## src/design/ss_pkg.sv

```systemverilog
`timescale 1ns / 1ps
// ----------------------------------------------------------------------------
// ss_pkg
// Shared types and fixed widths for the substring search block.
// ----------------------------------------------------------------------------
package ss_pkg;

    localparam int CFG_DATA_W    = 64;  // widest config register
    localparam int CFG_IDX_W     = 2;
    localparam int LEN_W         = 5;   // pattern_length register width
    localparam int PATTERN_BYTES = 16;  // bytes held by the two pattern registers
    localparam int PAT_IDX_W     = 4;
    localparam int MATCH_IDX_W   = 16;

    typedef logic [7:0] byte_t;

    typedef enum logic [CFG_IDX_W-1:0] {
        CFG_PATTERN_LOW    = 2'd0,
        CFG_PATTERN_HIGH   = 2'd1,
        CFG_PATTERN_LENGTH = 2'd2
    } cfg_reg_t;

    // one haystack byte moving from the input stage into the scanner
    typedef struct packed {
        logic  valid;
        byte_t text_byte;
        logic  end_of_text;
    } scan_in_t;

    typedef struct packed {
        logic                   found;
        logic [MATCH_IDX_W-1:0] match_start;
    } result_t;

endpackage

```

## src/design/ss_cfg.sv

```systemverilog
`timescale 1ns / 1ps
// ----------------------------------------------------------------------------
// ss_cfg
// Pattern registers; presents the pattern right-aligned per compare lane.
// ----------------------------------------------------------------------------
module ss_cfg import ss_pkg::*; #(
    parameter int MAX_PATTERN = 16
) (
    input  logic                  aclk,
    input  logic                  aresetn,
    input  logic                  cfg_wr_en,
    input  logic [CFG_IDX_W-1:0]  cfg_index,
    input  logic [CFG_DATA_W-1:0] cfg_data,
    output byte_t                 pattern_lane [MAX_PATTERN],
    output logic [MAX_PATTERN-1:0] lane_en,
    output logic [LEN_W-1:0]      pattern_len
);

    logic [CFG_DATA_W-1:0] pat_low_reg,  pat_low_next;
    logic [CFG_DATA_W-1:0] pat_high_reg, pat_high_next;
    logic [LEN_W-1:0]      len_reg,      len_next;
    byte_t                 pat_bytes [PATTERN_BYTES];

    always_comb begin
        pat_low_next  = pat_low_reg;
        pat_high_next = pat_high_reg;
        len_next      = len_reg;
        if (cfg_wr_en) begin
            unique case (cfg_reg_t'(cfg_index))
                CFG_PATTERN_LOW:    pat_low_next  = cfg_data;
                CFG_PATTERN_HIGH:   pat_high_next = cfg_data;
                CFG_PATTERN_LENGTH: len_next      = cfg_data[LEN_W-1:0];
                default: ;
            endcase
        end
    end

    always_ff @(posedge aclk) begin
        if (!aresetn) begin
            pat_low_reg  <= '0;
            pat_high_reg <= '0;
            len_reg      <= '0;
        end else begin
            pat_low_reg  <= pat_low_next;
            pat_high_reg <= pat_high_next;
            len_reg      <= len_next;
        end
    end

    // lengths above the lane count act as the lane count
    assign pattern_len = (len_reg > LEN_W'(MAX_PATTERN)) ? LEN_W'(MAX_PATTERN) : len_reg;

    for (genvar k = 0; k < PATTERN_BYTES; k++) begin : g_bytes
        if (k < 8) begin : g_lo
            assign pat_bytes[k] = pat_low_reg[8*k +: 8];
        end else begin : g_hi
            assign pat_bytes[k] = pat_high_reg[8*(k-8) +: 8];
        end
    end

    // lane i holds the pattern byte that must equal the byte seen i bytes ago
    for (genvar i = 0; i < MAX_PATTERN; i++) begin : g_lane
        logic [LEN_W-1:0] sel;
        assign sel             = pattern_len - LEN_W'(i + 1);
        assign pattern_lane[i] = pat_bytes[sel[PAT_IDX_W-1:0]];
        assign lane_en[i]      = LEN_W'(i) < pattern_len;
    end

endmodule

```

## src/design/ss_scan.sv

```systemverilog
`timescale 1ns / 1ps
// ----------------------------------------------------------------------------
// ss_scan
// Byte window, position count and first-match tracking; parallel compare.
// ----------------------------------------------------------------------------
module ss_scan import ss_pkg::*; #(
    parameter int MAX_PATTERN = 16,
    parameter int MAX_TEXT    = 65536
) (
    input  logic                   aclk,
    input  logic                   aresetn,
    input  scan_in_t               scan_in,
    input  byte_t                  pattern_lane [MAX_PATTERN],
    input  logic [MAX_PATTERN-1:0] lane_en,
    input  logic [LEN_W-1:0]       pattern_len,
    output result_t                result
);

    localparam int POS_W     = $clog2(MAX_TEXT + 1);
    localparam int WIN_DEPTH = (MAX_PATTERN > 1) ? MAX_PATTERN - 1 : 1;

    byte_t                  window_reg  [WIN_DEPTH];
    byte_t                  window_next [WIN_DEPTH];
    byte_t                  history     [MAX_PATTERN];
    logic [POS_W-1:0]       pos_reg,        pos_next;
    logic                   match_seen_reg, match_seen_next;
    logic [MATCH_IDX_W-1:0] first_idx_reg,  first_idx_next;

    logic [MAX_PATTERN-1:0] lane_ok;
    logic                   in_range, reach, hit, seen_now, empty_pat;
    logic [POS_W:0]         pos_plus, start_full;
    logic [MATCH_IDX_W-1:0] idx_now;

    // history[0] is the incoming byte, history[i] the byte i steps back
    for (genvar i = 0; i < MAX_PATTERN; i++) begin : g_cmp
        if (i == 0) begin : g_new
            assign history[i] = scan_in.text_byte;
        end else begin : g_old
            assign history[i] = window_reg[i-1];
        end
        assign lane_ok[i] = !lane_en[i] || (history[i] == pattern_lane[i]);
    end

    assign empty_pat  = (pattern_len == '0);
    assign in_range   = pos_reg < POS_W'(MAX_TEXT);
    assign pos_plus   = {1'b0, pos_reg} + (POS_W+1)'(1);
    assign reach      = pos_plus >= (POS_W+1)'(pattern_len);
    assign start_full = pos_plus - (POS_W+1)'(pattern_len);
    assign hit        = in_range && !empty_pat && reach && !match_seen_reg && (&lane_ok);
    assign seen_now   = match_seen_reg || hit;
    assign idx_now    = hit ? MATCH_IDX_W'(start_full) : first_idx_reg;

    always_comb begin
        result.found       = empty_pat || seen_now;
        result.match_start = (!empty_pat && seen_now) ? idx_now : '0;
    end

    always_comb begin
        window_next[0] = scan_in.text_byte;
        for (int j = 1; j < WIN_DEPTH; j++) begin
            window_next[j] = window_reg[j-1];
        end
    end

    always_comb begin
        pos_next        = pos_reg;
        match_seen_next = match_seen_reg;
        first_idx_next  = first_idx_reg;
        if (scan_in.valid) begin
            if (scan_in.end_of_text) begin
                pos_next        = '0;
                match_seen_next = 1'b0;
                first_idx_next  = '0;
            end else if (in_range) begin
                pos_next        = pos_plus[POS_W-1:0];
                match_seen_next = seen_now;
                first_idx_next  = idx_now;
            end
        end
    end

    // window contents are only read once enough bytes have arrived
    always_ff @(posedge aclk) begin
        if (scan_in.valid && in_range) begin
            window_reg <= window_next;
        end
    end

    always_ff @(posedge aclk) begin
        if (!aresetn) begin
            pos_reg        <= '0;
            match_seen_reg <= 1'b0;
            first_idx_reg  <= '0;
        end else begin
            pos_reg        <= pos_next;
            match_seen_reg <= match_seen_next;
            first_idx_reg  <= first_idx_next;
        end
    end

    a_clear_after_last: assert property (@(posedge aclk) disable iff (!aresetn)
        scan_in.valid && scan_in.end_of_text |=> (pos_reg == '0) && !match_seen_reg)
        else $error("scan state not cleared after last byte");

    a_pos_saturates: assert property (@(posedge aclk) disable iff (!aresetn)
        pos_reg <= POS_W'(MAX_TEXT))
        else $error("position count beyond limit");

endmodule

```

## src/design/substring_search.sv

```systemverilog
`timescale 1ns / 1ps
// ----------------------------------------------------------------------------
// substring_search
// First-occurrence search of a pattern of up to 16 bytes in a byte stream.
// ----------------------------------------------------------------------------
//
//  channel  ports                               direction  item
//  -------  ----------------------------------  ---------  ----------------------
//  input    s_valid/s_ready, s_text_byte,        in         one haystack byte
//           s_end_of_text
//  result   m_valid/m_ready, m_found,            out        one per marked last
//           m_match_start                                   byte
//  config   cfg_wr_en, cfg_index, cfg_data       in         register write
//
//  Throughput: one byte per cycle, except while a last byte waits (see Stalls).
//  A byte is registered on transfer, compared against the window while it sits
//  in the input register, and its result (if last) is registered for m_valid.
//  The window compare is fully parallel, one lane per pattern byte, so the
//  rate is set by the combinational path through the lane compare and AND.
//  Stalls: non-last bytes never wait on m_ready; a last byte waits in the input
//  register only while the result register is still held by the sink.
//  Reset (aresetn low, synchronous) clears both handshake stages, the scan
//  state and the pattern registers.
// ----------------------------------------------------------------------------
module substring_search import ss_pkg::*; #(
    parameter int MAX_PATTERN = 16,
    parameter int MAX_TEXT    = 65536
) (
    input  logic                   aclk,
    input  logic                   aresetn,
    // config write port
    input  logic                   cfg_wr_en,
    input  logic [CFG_IDX_W-1:0]   cfg_index,
    input  logic [CFG_DATA_W-1:0]  cfg_data,
    // haystack input
    input  logic                   s_valid,
    output logic                   s_ready,
    input  logic [7:0]             s_text_byte,
    input  logic                   s_end_of_text,
    // search result
    output logic                   m_valid,
    input  logic                   m_ready,
    output logic                   m_found,
    output logic [MATCH_IDX_W-1:0] m_match_start
);

    byte_t                  pattern_lane [MAX_PATTERN];
    logic [MAX_PATTERN-1:0] lane_en;
    logic [LEN_W-1:0]       pattern_len;

    // input stage
    logic  in_valid_reg, in_valid_next;
    byte_t in_byte_reg;
    logic  in_eot_reg;
    logic  advance;

    // result stage
    logic    out_valid_reg, out_valid_next;
    result_t out_reg;
    result_t scan_result;
    scan_in_t scan_in;

    ss_cfg #(
        .MAX_PATTERN (MAX_PATTERN)
    ) u_cfg (
        .aclk         (aclk),
        .aresetn      (aresetn),
        .cfg_wr_en    (cfg_wr_en),
        .cfg_index    (cfg_index),
        .cfg_data     (cfg_data),
        .pattern_lane (pattern_lane),
        .lane_en      (lane_en),
        .pattern_len  (pattern_len)
    );

    // the input stage moves on unless it holds a last byte whose result
    // has nowhere to go
    assign advance = in_valid_reg && (!in_eot_reg || !out_valid_reg || m_ready);
    assign s_ready = !in_valid_reg || advance;

    always_comb begin
        scan_in.valid       = advance;
        scan_in.text_byte   = in_byte_reg;
        scan_in.end_of_text = in_eot_reg;
    end

    ss_scan #(
        .MAX_PATTERN (MAX_PATTERN),
        .MAX_TEXT    (MAX_TEXT)
    ) u_scan (
        .aclk         (aclk),
        .aresetn      (aresetn),
        .scan_in      (scan_in),
        .pattern_lane (pattern_lane),
        .lane_en      (lane_en),
        .pattern_len  (pattern_len),
        .result       (scan_result)
    );

    always_comb begin
        in_valid_next = in_valid_reg;
        if (s_valid && s_ready) begin
            in_valid_next = 1'b1;
        end else if (advance) begin
            in_valid_next = 1'b0;
        end
    end

    always_comb begin
        out_valid_next = out_valid_reg;
        if (advance && in_eot_reg) begin
            out_valid_next = 1'b1;
        end else if (m_ready) begin
            out_valid_next = 1'b0;
        end
    end

    always_ff @(posedge aclk) begin
        if (!aresetn) begin
            in_valid_reg  <= 1'b0;
            out_valid_reg <= 1'b0;
        end else begin
            in_valid_reg  <= in_valid_next;
            out_valid_reg <= out_valid_next;
        end
    end

    // payload registers
    always_ff @(posedge aclk) begin
        if (s_valid && s_ready) begin
            in_byte_reg <= s_text_byte;
            in_eot_reg  <= s_end_of_text;
        end
        if (advance && in_eot_reg) begin
            out_reg <= scan_result;
        end
    end

    assign m_valid       = out_valid_reg;
    assign m_found       = out_reg.found;
    assign m_match_start = out_reg.match_start;

    a_last_waits_on_full_output: assert property (@(posedge aclk) disable iff (!aresetn)
        in_valid_reg && in_eot_reg && out_valid_reg && !m_ready |-> !s_ready && !advance)
        else $error("last byte advanced into a held result");

    a_not_found_index_zero: assert property (@(posedge aclk) disable iff (!aresetn)
        out_valid_reg && !out_reg.found |-> out_reg.match_start == '0)
        else $error("nonzero start index on not-found result");

    a_result_follows_last: assert property (@(posedge aclk) disable iff (!aresetn)
        advance && in_eot_reg |=> out_valid_reg)
        else $error("result lost after last byte");

endmodule

```

## config.mk

```make
export PLATFORM = sky130hd
export DESIGN_NAME = substring_search
export DESIGN_NICKNAME = d
export VERILOG_FILES = /design/src/design/ss_pkg.sv /design/src/design/ss_cfg.sv /design/src/design/ss_scan.sv /design/src/design/substring_search.sv
export SDC_FILE = /design/constraint.sdc
export NUM_CORES = 1
export LEC_CHECK = 0
export BUFFER_PORTS_ARGS = -buffer_cell sky130_fd_sc_hd__buf_4
export CAP_MARGIN = 20
export CORE_MARGIN = 5
export CORE_UTILIZATION = 24
export CTS_CLUSTER_DIAMETER = 60
export DETAILED_ROUTE_END_ITERATION = 10
export GPL_TIMING_DRIVEN = 0
export RECOVER_POWER = 50
export SYNTH_ARGS = -nofsm -noshare
export SYNTH_HDL_FRONTEND = slang
export SYNTH_SLANG_ARGS = --single-unit
```

## constraint.sdc

```tcl
create_clock -name aclk -period 6.55 [get_ports aclk]
set_input_delay 0.3275 -clock aclk [delete_from_list [all_inputs] [get_ports aclk]]
set_output_delay 0.3275 -clock aclk [all_outputs]
set_load 0.01 [all_outputs]
```

==> summary by stage, run 1 <==
Synthesis
The top-area cell type share of the netlist area is 0.183. A synthesized cell averages 9.00 sq um. The total number of yosys warnings is 0. When the netlist entered floorplanning its net count stood at 2,743. The prevailing post-synth register cell is dfxtp_1. Sorting the synthesized cells by area gives the leading types as edfxtp_1 (18%), dfxtp_1 (14%), mux2i_1 (8.3%), nand2_1 (6.6%), mux4_2 (4.9%).

Of all flip-flops after synthesis, the portion carrying an async set or reset was 0. The unique cell type count in the Yosys netlist is 109. The cell accounting for the most synthesized area is edfxtp_1. The count of flip-flops with a built-in enable after synthesis is 146.

The synthesized flop and latch total is 315. The synthesized netlist cell count is 2,656. The synthesized netlist occupies a cell area of 23,900 sq um. Of the synthesized area, sequential elements account for 0.325.

STA
The clock skew is 0.0297 ns. The final cycle utilization of the critical path is 1.02. Subtracting the final worst setup slack from the clock period gives 6.71 ns. The final critical-path setup slack is -0.159 ns. The minimum hold slack is 0.0209 ns. Setup violations remaining at the end of the flow were counted as 28. The hold violation count in the final report was 0. The relative slew slack is 0.135. The achievable clock frequency is 0.149 GHz. Setup repair after global routing left no endpoint under its margin. The measured slew at the worst slew-check pin is 1.30 ns.

The max-slew violation count is 0.

Outcome
The checks that failed: negative setup slack. The run finished, with violations left.

Floorplanning
The placeable core region is 98,700 sq um. The vertical die dimension is 326 um. The number of top-level design ports is 99. The die is 326 um wide.

The starting density of the core is 0.242. The die covers 106,000 sq um. The floorplan has 115 rows.

Setup path
The worst register-to-register path ends at u_scan.first_idx_reg[6]. The number of cells on the critical path is 17. For flop-to-flop paths, the worst setup slack is -0.16 ns. Traced cell by cell, the critical path runs through buf_2 > clkbuf_1 > buf_2 > nor3b_2 > buf_2 > a22oi_1 > nand2_1 > nor2_1 > xor2_1 > a2111oi_0 > nand4_1 > a21oi_1 > and3b_1 > nand4_4 > o311a_4 > buf_6 > a22o_1. By startpoint and endpoint, the worst setup path is classified as flip-flop to flip-flop. The maximum fanout along the worst path is 10. For the worst flop-to-flop path, the logic depth is 17.

The endpoint required time on the critical path is 7.02 ns. The startpoint identified for the worst register-to-register timing path is u_cfg.len_reg[4]. The most common cell type on the critical path is buf_2. The slowest library cell on the worst path is a2111oi_0. The count of buffer and inverter cells on the critical path is 5. The worst setup path is captured at a flip-flop. The cell family with the largest share of critical-path delay is compound AO/OA/AOI/OAI gates. The data arrival time of the worst path is 7.18 ns. For this run, the slowest stage of the critical path takes 1.07 ns.

STA classifies the critical path startpoint as a flip-flop.

Clock network
Clock-pin slew was measured on the worst setup and hold paths at 0.05 ns. No sink is reached through more buffers than the 3 on the longest clock path. The CTS tree is done. The clock net in this run drives a total of 315 sinks. After clock tree synthesis, the setup repair step added 0 buffers. The H-tree was split into 2 levels. The clock reaches the later pin of the worst-skew pair after 0.59 ns. The cell sitting at the root of the clock tree is a clkbuf_16. In this run, CTS created clock tree buffers numbering 40.

Pwr
The total power after layout is 5.73 mW. IR analysis of the VDD net gives a maximum drop of 169 uV. The power density over the cells is 205 nW/um^2.

In this run the static leakage power is 9.70 nW.

Drt
The routed layout has 24,900 vias. The average wire per cell in the routed design is 39.7 um. For this run, design rule violations remaining after detail routing come to 0.

Before antenna repair, the detailed router went through 8 iterations. The detail route stage leaves a number of antenna-violating nets equal to 0. The wire length reported by the detailed router is 165 mm. The first routing iteration left 3,811 violations. Using the TritonRoute via totals, the vias-per-cell ratio works out to 6.00.

Finish
Fill cells in the final layout number 10,600. The library cell used most frequently in the layout, excluding fill and tap cells, is nand2_1. In the layout the commonest cells are nand2_1 (421), mux2i_1 (194), dfxtp_1 (169).

The final layout net count is 2,920. The synthesis-to-finish area growth is 17.0%. The flip-flop count of the largest register after layout is 120. In the final layout, the share of cells above drive strength 1 is 0.151.

Placement
The wire-length estimate of the detail-placed layout is 131 mm. The routability congestion estimate is 1.10. During placement, the flow inserted port buffers numbering 98.

Global route
Across every metal layer, demand over resource in global routing totals 0.297. The number of global-route vias before repair is 23,100. The number of antenna violations at the first check in global routing was 18.

The leftover overflow at the end of global routing is 0. The maximum number of pins on one net before global-route repair is 80. The first-pass GRT wire length is 216 mm.

Min path
The type of the tightest min-delay check is input pin to flip-flop. The worst hold path begins at cfg_data[48]. For hold timing, the worst endpoint is u_cfg.pat_high_reg[48]. The worst hold path passes through 3 cells.

Job
Across the run, the number of max-cap violations was 0.
worst register-to-register path, stage by stage, from the launching register on:
cell       delay, ns
dfxtp_1         0.35
buf_2           0.25
clkbuf_1        0.85
buf_2           0.47
nor3b_2         0.20
buf_2           0.38
a22oi_1         0.32
nand2_1         0.16
nor2_1          0.75
xor2_1          0.14
a2111oi_0       1.07
nand4_1         0.17
a21oi_1         0.17
and3b_1         0.21
nand4_4         0.22
o311a_4         0.51
buf_6           0.16
a22o_1          0.22
layer usage:
layer / GRT usage / wire length [um]
met5: 0 / 14
met2: 0.436 / 67700
met3: 0.0808 / 17200
met4: 0.176 / 12700
met1: 0.390 / 67400
worst max-delay path by stage:
stage                                 from                       end  slack (ns)
after global routing      u_cfg.len_reg[4]   u_scan.first_idx_reg[8]        0.05
after CTS                 u_cfg.len_reg[0]   u_scan.first_idx_reg[6]        0.02
after detailed placement  u_cfg.len_reg[1]   u_scan.first_idx_reg[6]       -1.97
final                     u_cfg.len_reg[4]   u_scan.first_idx_reg[6]       -0.16
after global placement    u_cfg.len_reg[1]  u_scan.first_idx_reg[12]       -2.20
after floorplan           u_cfg.len_reg[1]  u_scan.first_idx_reg[11]        1.46
final cells by class:
cell class | instances | area, sq um | share of cell area
multi-input combinational | 2094 | 15000 | 0.538
timing repair buffer | 138 | 1100 | 0.0395
clock inverter | 19 | 166 | 0.00595
tap | 1287 | 1610 | 0.0576
sequential | 315 | 7770 | 0.278
inverter | 34 | 138 | 0.00492
buffer | 210 | 1070 | 0.0382
clock buffer | 54 | 1070 | 0.0384
antenna | 1 | 2.50 | 0.0000894
power breakdown:
part	internal (mW)	switching [mW]
Sequential	2.13	0.177
Clock	1.21	0.905
Combinational	0.435	0.873
Total	3.77	1.95
through the flow:
step / instance area [sq um] / TNS [ns] / worst slack [ns] / cells / util
CTS: 28000 / 0 / 0.0246 / 4149 / 0.284
floorplan: 23900 / 0 / 1.46 / 2656 / -
global placement: 26300 / -71.03 / -2.20 / 4041 / 0.266
global route: 28000 / 0 / 0.0532 / 4151 / 0.283
detailed placement: 26600 / -63.23 / -1.97 / 4067 / 0.269
finish: 28000 / -2.45 / -0.159 / 4152 / 0.283
logic make-up after synthesis:
group,after synthesis,synth area share
AOI/OAI and AO/OA,705,0.214
buffers and inverters,247,0.0497
xor gates and xnor gates,205,0.0763
and+or+nand+nor,872,0.174
DFF,315,0.325
adders and majority gates,8,0.00408
muxes,304,0.158
repair_timing:
| action | 4_1_cts | 5_1_grt |
|---|---|---|
| setup endpoints to repair | 34 | 28 |
| hold endpoints to repair | 12 | 0 |
| gates resized for setup | 22 | 7 |
| pin swaps | 1 | 1 |
| hold buffers | 12 | 0 |
cell usage after synthesis, drive strengths merged (8+ instances only):
master	n
a22o	36
nand2	421
o31ai	10
a221oi	15
mux2	53
nor2b	23
mux4	52
and2	12
a21oi	88
a211o	9
o221ai	20
nor4	20
a31oi	25
xor2	87
dfxtp	169
nor4b	9
and3b	24
nand3	58
a2111oi	18
inv	31
nor3b	15
xnor2	118
and3	20
o2111ai	9
edfxtp	146
o22ai	46
or2	9
a21boi	140
a21o	10
nor3	56
or3	17
a22oi	25
a211oi	37
nand3b	9
a2bb2oi	8
o21ai	99
or4b	8
nor2	133
buf	117
o21a	8
clkbuf	96
mux2i	199
nand4	14
o211ai	25
Note: power is estimated with default switching activity, not from simulation.
==> inputs of run 2 (changes only) <==
SKIP_CTS_REPAIR_TIMING = 1   (was default)
==> summary by stage, run 2 (synthesized netlist as in run 1, its figures left out) <==
Drt
The detailed router finished its first iteration with 3,489 violations. The routed via count divided by cell count is 6.01. In this run the remaining antenna-violating nets after routing total 0. After detailed routing, the average wire length per cell comes to 39.8 um. The routed design has 165 mm of wire. The via total after detailed routing is 24,900. The post-detailed-route DRC marker count is 0. The number of iterations in the first detailed-routing pass is 7.

STA
The max-slew violation count is 0. For this run, the top clock speed supported by timing is 0.151 GHz. The hold violation count in the final report was 0.

Setup violations remaining at the end of the flow were counted as 19. Setup repair after global routing left no endpoint under its margin. Setup slack on the critical path of the routed design comes to -0.0877 ns. The minimum hold slack is 0.0159 ns.

The relative slew slack is 0.129. The measured slew at the worst slew-check pin is 1.31 ns. The clock arrives with 0.0314 ns of skew. The time the worst path needs with I/O delays and setup is 6.64 ns. The final cycle utilization of the critical path is 1.01. The total negative setup slack is -0.942 ns.

Min path
The worst hold path begins at cfg_data[51]. The min-delay analysis places its worst path in the category input pin to flip-flop. The path with the worst hold slack has its endpoint at u_cfg.pat_high_reg[51]. The number of cells traversed by the worst hold path is 3.

Placement
The port buffer count is 98. The cell area after placement is 26,600 sq um. The half-perimeter wire length of the detailed placement result is 131 mm. The number of cells after detailed placement is 4,067.

The congestion estimate from routability-driven global placement came to 1.10.

Floorplanning
The number of top-level design ports is 99. The vertical die dimension is 326 um. The floorplan die width is 326 um. The floorplan step defined a die boundary enclosing 106,000 sq um.

The placement row count is 115. The placeable core region is 98,700 sq um. For this configuration, the core starts out at a cell density of 0.242.

Clock network
The CTS sink count is 315. The total CTS buffers is 40. The CTS H-tree depth is 2. TritonCTS built the clock tree. No sink is reached through more buffers than the 3 on the longest clock path.

Clock-pin slew was measured on the worst setup and hold paths at 0.06 ns. For the worst-skew pair, the clock arrives at the later sink with an insertion delay of 0.59 ns. The tree is rooted in a clkbuf_16.

Job
The tool flagged a number of max-cap violations equal to 0.

Setup path
The count of buffer and inverter cells on the critical path is 5. The worst-case reg-to-reg path depth is 17. The capture point of the worst reg-to-reg path is u_scan.first_idx_reg[6]. The source of the critical timing path is u_cfg.len_reg[4]. The slowest library cell on the worst path is a2111oi_0.

The maximum fanout along the worst path is 10. The most common cell type on the critical path is buf_2. The setup slack of the most critical reg-to-reg path is -0.09 ns. STA classifies the critical path startpoint as a flip-flop.

The endpoint required time on the critical path is 7.03 ns. Data arrives at the worst endpoint at 7.11 ns. The cell family with the largest share of critical-path delay is compound AO/OA/AOI/OAI gates.

The critical path endpoint category is a flip-flop. In this run the critical register-to-register path is launched from u_cfg.len_reg[4]. The critical path goes through buf_2 > clkbuf_1 > buf_2 > nor3b_2 > buf_2 > a22oi_1 > nand2_1 > nor2_1 > xor2_1 > a2111oi_0 > nand4_1 > a21oi_1 > and3b_1 > nand4_4 > o311a_4 > buf_6 > a22o_1. The largest single stage delay on the critical path is 1.10 ns. The critical path in this run is classified as flip-flop to flip-flop.

Pwr
The switching power summed over all nets is 1.95 mW. The share of total power dissipated in the clock network is 0.369. VDD sags by at most 170 uV. The power density over the cells is 205 nW/um^2. The portion of total power attributed to combinational logic is 0.228. Summed over all cells, the static leakage comes to 9.70 nW. Of the total power, registers draw 0.403. The switching share of power is 0.341. The internal cell power is 3.77 mW.

Finish
The number of cells in the finished layout apart from fillers is 4,150. The library cells used most frequently in the layout, excluding fill and tap cells, are nand2_1 (421), mux2i_1 (194), dfxtp_1 (169). The flip-flop count of the largest register after layout is 120. Compared with the post-synthesis result, the final layout area differs by 16.9%. The final layout net count is 2,917. In the final layout, the share of cells above drive strength 1 is 0.151. The most common library cell in the layout ignoring fill and taps is nand2_1. The final design instance area without fill is 28,000 sq um.

Global route
The first-pass GRT wire length is 216 mm. The number of antenna violations at the first check in global routing is 16. Entering global routing, the biggest net connects 80 pins. The number of global-route vias before repair is 23,200.

The total global routing track utilization is 0.297. The leftover overflow at the end of global routing is 0.

Outcome
The flow ran to the end, but the final reports show violations. The final reports fail on negative setup slack.
## run 2: power groups by stage
stage               registers [mW]  clock network (mW)  logic (mW)
finish                        2.31                2.11        1.31
global route                  2.30                2.24        1.33
CTS                           2.29                2.15        1.24
detailed placement            2.33                   0        1.24
global placement              2.34                   0        1.23
floorplan                     2.23                   0       0.704
## run 2: worst register-to-register path, cell delays in order, from the launching register on
cell       delay (ns)
dfxtp_1          0.35
buf_2            0.25
clkbuf_1         0.84
buf_2            0.45
nor3b_2          0.19
buf_2            0.38
a22oi_1          0.31
nand2_1          0.14
nor2_1           0.74
xor2_1           0.14
a2111oi_0        1.10
nand4_1          0.16
a21oi_1          0.17
and3b_1          0.21
nand4_4          0.21
o311a_4          0.51
buf_6            0.16
a22o_1           0.22
## run 2: worst max path at each step
stage | depth (start not counted) | endpoint | slack (ns)
global route | 23 | u_scan.first_idx_reg[8] | 0.02
floorplan | 23 | u_scan.first_idx_reg[11] | 1.46
finish | 17 | u_scan.first_idx_reg[6] | -0.09
CTS | 24 | u_scan.first_idx_reg[6] | -1.99
global placement | 23 | u_scan.first_idx_reg[12] | -2.20
detailed placement | 24 | u_scan.first_idx_reg[6] | -1.97
## run 2: per-stage QoR
step / total power, mW / util / setup WS [ns]
2_1_floorplan: 2.93 / - / 1.46
3_3_place_gp: 3.57 / 0.266 / -2.20
3_5_place_dp: 3.57 / 0.269 / -1.97
4_1_cts: 5.69 / 0.282 / -1.99
5_1_grt: 5.87 / 0.283 / 0.0159
6_report: 5.72 / 0.283 / -0.0877
## run 2: layout make-up
cell class / count / area [sq um]
Fill cell: 10600 / 70800
Antenna cell: 2 / 5.00
Sequential cell: 315 / 7770
Timing Repair Buffer: 135 / 1070
Inverter: 34 / 140
Clock buffer: 54 / 1070
Multi-Input combinational cell: 2094 / 15000
Buffer: 210 / 1080
Tap cell: 1287 / 1610
Clock inverter: 19 / 166
## run 2: per-layer routing
| layer | vias up | track usage | part of all wire |
|---|---|---|---|
| met5 | - | 0 | 0.000079 |
| met2 | 1737 | 0.433 | 0.41 |
| met1 | 12500 | 0.389 | 0.41 |
| met3 | 461 | 0.0825 | 0.11 |
| li1 | 10300 | - | - |
| met4 | 2 | 0.185 | 0.079 |
